`src/rtl/core/uvs_pkg.sv`:
```
// ----------------------------------------------------------------------------
// uvs_pkg
// Shared types and constants of the UV sphere vertex generator.
// ----------------------------------------------------------------------------
package uvs_pkg;

	localparam int RC_W      = 11;
	localparam int MAX_RINGS = 1024;
	localparam int DIV_STEPS = 33;
	localparam int Q_W       = DIV_STEPS + 1;

	// Q30 coefficients of the odd sine polynomial
	localparam logic [30:0] SIN_A1 = 31'd1686629713;
	localparam logic [30:0] SIN_A3 = 31'd693598668;
	localparam logic [30:0] SIN_A5 = 31'd85569306;
	localparam logic [30:0] SIN_A7 = 31'd5026995;
	localparam logic [30:0] SIN_A9 = 31'd172272;
	localparam logic [30:0] Q30_ONE = 31'h4000_0000;

	typedef enum logic [2:0] {
		REG_RING_COUNT = 3'd0,
		REG_HEMISPHERE = 3'd1,
		REG_CENTER_X   = 3'd2,
		REG_CENTER_Y   = 3'd3,
		REG_CENTER_Z   = 3'd4,
		REG_RADIUS     = 3'd5
	} reg_idx_t;

	// state handed from one divider cell to the next
	typedef struct packed {
		logic            valid;
		logic [RC_W-1:0] ring;
		logic [RC_W-1:0] point;
		logic [RC_W-1:0] rem_r;
		logic [RC_W-1:0] rem_p;
		logic [Q_W-1:0]  q_r;
		logic [Q_W-1:0]  q_p;
	} div_t;

endpackage

```
`src/rtl/core/uvs_div_cell.sv`:
```
// ----------------------------------------------------------------------------
// uvs_div_cell
// One restoring-division step for the ring and point quotients.
// ----------------------------------------------------------------------------
module uvs_div_cell
	import uvs_pkg::*;
(
	input  logic            clk,
	input  logic            arst_n,
	input  logic            en,
	input  logic [RC_W-1:0] rc,
	input  div_t            d_in,
	output div_t            d_out
);

	logic [RC_W:0]   sh_r, sh_p, df_r, df_p;
	logic            ge_r, ge_p;
	div_t            nx;
	div_t            d_q;

	always_comb begin
		sh_r = {d_in.rem_r, 1'b0};
		sh_p = {d_in.rem_p, 1'b0};
		df_r = sh_r - {1'b0, rc};
		df_p = sh_p - {1'b0, rc};
		ge_r = sh_r >= {1'b0, rc};
		ge_p = sh_p >= {1'b0, rc};
		nx       = d_in;
		nx.rem_r = ge_r ? df_r[RC_W-1:0] : sh_r[RC_W-1:0];
		nx.rem_p = ge_p ? df_p[RC_W-1:0] : sh_p[RC_W-1:0];
		nx.q_r   = {d_in.q_r[Q_W-2:0], ge_r};
		nx.q_p   = {d_in.q_p[Q_W-2:0], ge_p};
	end

	always_ff @(posedge clk or negedge arst_n) begin
		if (!arst_n) begin
			d_q <= '0;
		end else if (en) begin
			d_q <= nx;
		end
	end

	assign d_out = d_q;

endmodule

```
`config.mk`:
```
export PLATFORM = sky130hd
export DESIGN_NAME = uvs_div_cell
export DESIGN_NICKNAME = d
export VERILOG_FILES = /design/src/rtl/core/uvs_pkg.sv /design/src/rtl/core/uvs_div_cell.sv
export SDC_FILE = /design/constraint.sdc
export NUM_CORES = 1
export LEC_CHECK = 0
export BUFFER_PORTS_ARGS = -buffer_cell sky130_fd_sc_hd__buf_2
export CORE_MARGIN = 2
export CORE_UTILIZATION = 43
export DETAILED_ROUTE_END_ITERATION = 10
export GPL_ROUTABILITY_DRIVEN = 0
export PLACE_DENSITY = 0.88
export SKIP_CTS_REPAIR_TIMING = 1
export SYNTH_ARGS = -nofsm -noshare
export SYNTH_HDL_FRONTEND = slang
export SYNTH_SLANG_ARGS = --single-unit
```
`constraint.sdc`:
```
create_clock -name clk -period 0.95 [get_ports clk]
set_clock_uncertainty 0.1 [all_clocks]
set_input_delay 0.19 -clock clk [delete_from_list [all_inputs] [get_ports clk]]
set_output_delay 0.19 -clock clk [all_outputs]
set_load 0.01 [all_outputs]
```
==> metrics.txt <==
# TYPE chip_impl_metric gauge
chip_impl_metric{name="number_of_enable_flip_flop_cells_after_synthesis",unit=""} 0
chip_impl_metric{name="power.total",unit="mW"} 16.9
chip_impl_metric{name="globalRouteTotalUtil",unit="%"} 24.0
chip_impl_info{name="ys_dominant_reg_cell",value="sky130_fd_sc_hd__dfrtp_1"} 1
chip_impl_info{name="netlist.top_cell.by_area",value="sky130_fd_sc_hd__dfrtp_1"} 1
chip_impl_metric{name="antenna_found_initial",unit=""} 1
chip_impl_metric{name="first_pass_grt_wire_length",unit="um"} 24500
chip_impl_metric{name="power.ir.vdd_worst",unit="mV"} 1.12
chip_impl_metric{name="setup-violations-final",unit=""} 191
chip_impl_metric{name="avgRoutedWirePerCell",unit="um"} 20.3
chip_impl_metric{name="clk_pin_slew_worst_setup_hold_paths",unit="ns"} 0.06
chip_impl_metric{name="hold_ws",unit="ns"} -0.0437
chip_impl_metric{name="number_of_global_route_vias_before_repair",unit=""} 4832
chip_impl_metric{name="cellLeakagePower",unit="nW"} 5.07
chip_impl_info{name="path_class",value="input pin to flop"} 1
chip_impl_metric{name="netlist-cell-type-count",unit=""} 38
chip_impl_metric{name="final.setup.tns",unit="ns"} -54.91
chip_impl_metric{name="grt_max_degree",unit=""} 41
chip_impl_metric{name="fp.dieArea",unit="sq um"} 13500
chip_impl_metric{name="drt_first_iter_violations",unit=""} 384
chip_impl_metric{name="cap_violations",unit=""} 0
chip_impl_metric{name="final_layout_size_suffix_gt1_share",unit="%"} 56.0
chip_impl_metric{name="port_buffers",unit=""} 237
chip_impl_metric{name="detail_route.first_pass.iterations",unit=""} 5
chip_impl_metric{name="syn2layout_area_growth",unit="%"} 85.7
chip_impl_metric{name="cts_max_level",unit=""} 4
chip_impl_metric{name="clock_latency_reported_for_the_late_side_of_the_worst_skew_pair",unit="ns"} 0.40
chip_impl_metric{name="max-slew-margin-rel",unit="%"} 64.7
chip_impl_info{name="violated_checks",value="hold timing, setup timing"} 1
chip_impl_metric{name="min_period_over_period",unit="%"} 194
chip_impl_metric{name="die_x",unit="um"} 116
chip_impl_metric{name="io-pin-count",unit=""} 240
chip_impl_metric{name="initial_utilization",unit="%"} 43.6
chip_impl_metric{name="seq_area_frac_synth",unit="%"} 52.0
chip_impl_info{name="yosys-top-cells-area",value="sky130_fd_sc_hd__dfrtp_1 52%, sky130_fd_sc_hd__mux2_2 18%, sky130_fd_sc_hd__ha_1 5.1%"} 1
chip_impl_metric{name="place_hpwl",unit="um"} 12300
chip_impl_metric{name="ys_async_sr_fraction",unit="%"} 100
chip_impl_metric{name="max_slew.worst_pin.slew",unit="ns"} 0.524
chip_impl_metric{name="core",unit="sq um"} 12500
chip_impl_metric{name="dp_cells",unit=""} 917
chip_impl_metric{name="detailed_route_drc_error_count",unit=""} 0
chip_impl_metric{name="post_dp_cell_area",unit="sq um"} 7760
chip_impl_info{name="unrepaired_setup_endpoints_after_global_routing",value="true"} 1
chip_impl_metric{name="power.switching_fraction",unit="%"} 29.1
chip_impl_metric{name="route.antenna.remaining_nets",unit=""} 0
chip_impl_metric{name="fp.dieH",unit="um"} 116
chip_impl_metric{name="synth_top_area_share",unit="%"} 52.0
chip_impl_metric{name="vias",unit=""} 5694
chip_impl_metric{name="post_route_worst_setup_slack",unit="ns"} -0.895
chip_impl_metric{name="ys_seq_elements",unit=""} 113
chip_impl_metric{name="p_clk_share",unit="%"} 37.7
chip_impl_metric{name="cts.sinks",unit=""} 113
chip_impl_info{name="synth_commonest_cells",value="113 x sky130_fd_sc_hd__dfrtp_1, 89 x sky130_fd_sc_hd__mux2_2, 33 x sky130_fd_sc_hd__nand2_1"} 1
chip_impl_metric{name="syn-cell-area",unit="sq um"} 5430
chip_impl_info{name="clock-root-buffer",value="sky130_fd_sc_hd__clkbuf_16"} 1
chip_impl_metric{name="core.rowCount",unit=""} 41
chip_impl_info{name="synthMostInstantiatedCell",value="sky130_fd_sc_hd__dfrtp_1"} 1
chip_impl_metric{name="nets",unit=""} 1075
chip_impl_metric{name="worstPathRequired",unit="ns"} 1.14
chip_impl_metric{name="yosysWarnings",unit=""} 0
chip_impl_metric{name="pwr-share-comb",unit="%"} 28.1
chip_impl_metric{name="preCtsSetupSlack",unit="ns"} -1.57
chip_impl_metric{name="syn-num-nets",unit=""} 598
chip_impl_info{name="min_delay_path_class",value="input pin to flop"} 1
chip_impl_metric{name="clockBufferDepth",unit=""} 2
chip_impl_metric{name="finalHoldViolations",unit=""} 3
chip_impl_metric{name="fill_cells",unit=""} 666
chip_impl_metric{name="sequentialPowerShare",unit="%"} 34.2
chip_impl_metric{name="wirelength",unit="um"} 22600
chip_impl_metric{name="max_freq",unit="MHz"} 542
chip_impl_metric{name="path_max_fanout",unit=""} 8
chip_impl_metric{name="post-route-cell-area",unit="sq um"} 10100
chip_impl_metric{name="cell_internal_pwr",unit="mW"} 12.0
chip_impl_info{name="setup.worst_path.start_class",value="input pin"} 1
chip_impl_metric{name="overall_overflow_remaining_after_global_route",unit=""} 0
chip_impl_info{name="clock_tree_from_tritoncts",value="built"} 1
chip_impl_info{name="status",value="finished with violations"} 1
chip_impl_metric{name="fin_util",unit="%"} 80.9
chip_impl_metric{name="total_power_density_per_cell_area",unit="nW/um^2"} 1670
chip_impl_metric{name="synthesis.area_per_instance",unit="sq um"} 12.2
chip_impl_metric{name="largest_register_ff_count",unit=""} 113
chip_impl_metric{name="synthCells",unit=""} 447
chip_impl_metric{name="crit_arrival",unit="ns"} 2.04
chip_impl_metric{name="final_cells",unit=""} 1110
chip_impl_info{name="endpoint_kind_of_the_worst_setup_timing_path",value="flop"} 1
chip_impl_metric{name="viasPerCell",unit=""} 5.13
chip_impl_metric{name="cts_buffers",unit=""} 17
chip_impl_metric{name="final-max-slew-violation-count",unit=""} 0
chip_impl_metric{name="post-route-min-period",unit="ns"} 1.85
chip_impl_metric{name="p_switching",unit="mW"} 4.91
[cell families (layout without fill, tap and decap cells)]
| kind of cell | after synthesis | in the layout | synth area share [%] |
|---|---|---|---|
| multiplexers | 89 | 89 | 18.4 |
| XOR/XNOR | 12 | 12 | 1.93 |
| flip-flops | 113 | 113 | 52.0 |
| AND/OR/NAND/NOR | 83 | 83 | 6.79 |
| other | 0 | 1 | 0 |
| buffers and inverters | 33 | 523 | 3.02 |
| AO/OA/AOI/OAI | 93 | 93 | 12.0 |
| adder cells (fa/ha/maj) | 24 | 24 | 5.80 |
[placed cells by master, fill, tap and decap left out, types with 3 or more instances in the layout]
master	synthesis	layout
sky130_fd_sc_hd__a211oi_2	2	4
sky130_fd_sc_hd__a21o_1	4	4
sky130_fd_sc_hd__a21oi_1	23	22
sky130_fd_sc_hd__a31oi_1	12	12
sky130_fd_sc_hd__buf_12	0	8
sky130_fd_sc_hd__buf_2	0	205
sky130_fd_sc_hd__buf_4	0	127
sky130_fd_sc_hd__buf_6	2	36
sky130_fd_sc_hd__clkbuf_16	0	17
sky130_fd_sc_hd__clkinv_4	0	3
sky130_fd_sc_hd__clkinvlp_4	0	5
sky130_fd_sc_hd__dfrtp_1	113	113
sky130_fd_sc_hd__dlygate4sd3_1	0	100
sky130_fd_sc_hd__ha_1	22	20
sky130_fd_sc_hd__inv_1	15	14
sky130_fd_sc_hd__mux2_2	89	10
sky130_fd_sc_hd__mux2_4	0	79
sky130_fd_sc_hd__nand2_1	33	28
sky130_fd_sc_hd__nand2_2	0	5
sky130_fd_sc_hd__nor2_1	32	31
sky130_fd_sc_hd__nor2b_1	3	3
sky130_fd_sc_hd__nor3_1	4	4
sky130_fd_sc_hd__o21a_1	10	10
sky130_fd_sc_hd__o21ai_0	14	12
sky130_fd_sc_hd__o21bai_1	4	4
sky130_fd_sc_hd__o22ai_1	5	3
sky130_fd_sc_hd__xnor2_1	6	6
sky130_fd_sc_hd__xor2_1	6	6
[path summary, 6_finish.rpt]
check | start | end | slack [ns] | depth (start not counted)
max in group asynchronous | arst_n | d_out[80] | 0.20 | 3
min | d_in[73] | d_out[74] | -0.04 | 3
min reg2reg | d_out[84] | d_out[84] | 0.39 | 1
min in group asynchronous | arst_n | d_out[43] | 0.06 | 2
max | rc[1] | d_out[71] | -0.90 | 11
max reg2reg | d_out[56] | d_out[56] | -0.12 | 2
[power groups by stage]
stage | registers [mW] | clock network (mW) | logic (mW)
after floorplan | 6.00 | 0 | 1.68
after global placement | 5.70 | 0 | 3.45
after detailed placement | 5.75 | 0 | 3.54
after CTS | 5.68 | 6.35 | 3.58
after global routing | 5.81 | 6.63 | 5.05
final | 5.78 | 6.36 | 4.75
[final cells by class]
cell class	count	area (sq um)	share of cell area [%]
Tap cell	172	215	2.13
Multi-Input combinational cell	301	2850	28.3
Clock buffer	20	447	4.43
Sequential cell	113	2830	28.0
Antenna cell	1	2.50	0.0248
Timing Repair Buffer	476	3550	35.2
Clock inverter	12	135	1.34
Inverter	15	60.1	0.595
[critical path, cell delays in order]
cell and delay (ns):
sky130_fd_sc_hd__buf_6 0.08, sky130_fd_sc_hd__clkinvlp_4 0.11, sky130_fd_sc_hd__buf_6 0.13, sky130_fd_sc_hd__fa_2 0.35, sky130_fd_sc_hd__o211ai_1 0.31, sky130_fd_sc_hd__a2111oi_4 0.15, sky130_fd_sc_hd__a211oi_4 0.28, sky130_fd_sc_hd__buf_6 0.19
sky130_fd_sc_hd__a211oi_2 0.05, sky130_fd_sc_hd__a21oi_1 0.12, sky130_fd_sc_hd__a21oi_1 0.07
[routing by layer]
metal	vias to the layer above	global-route usage [%]	share of wire, %
li1	2556	-	-
met5	-	0	0
met1	2755	27.0	38
met4	0	10.1	4.2
met2	302	41.6	50
met3	81	8.10	7.0
(Power assumes the default switching activity.)
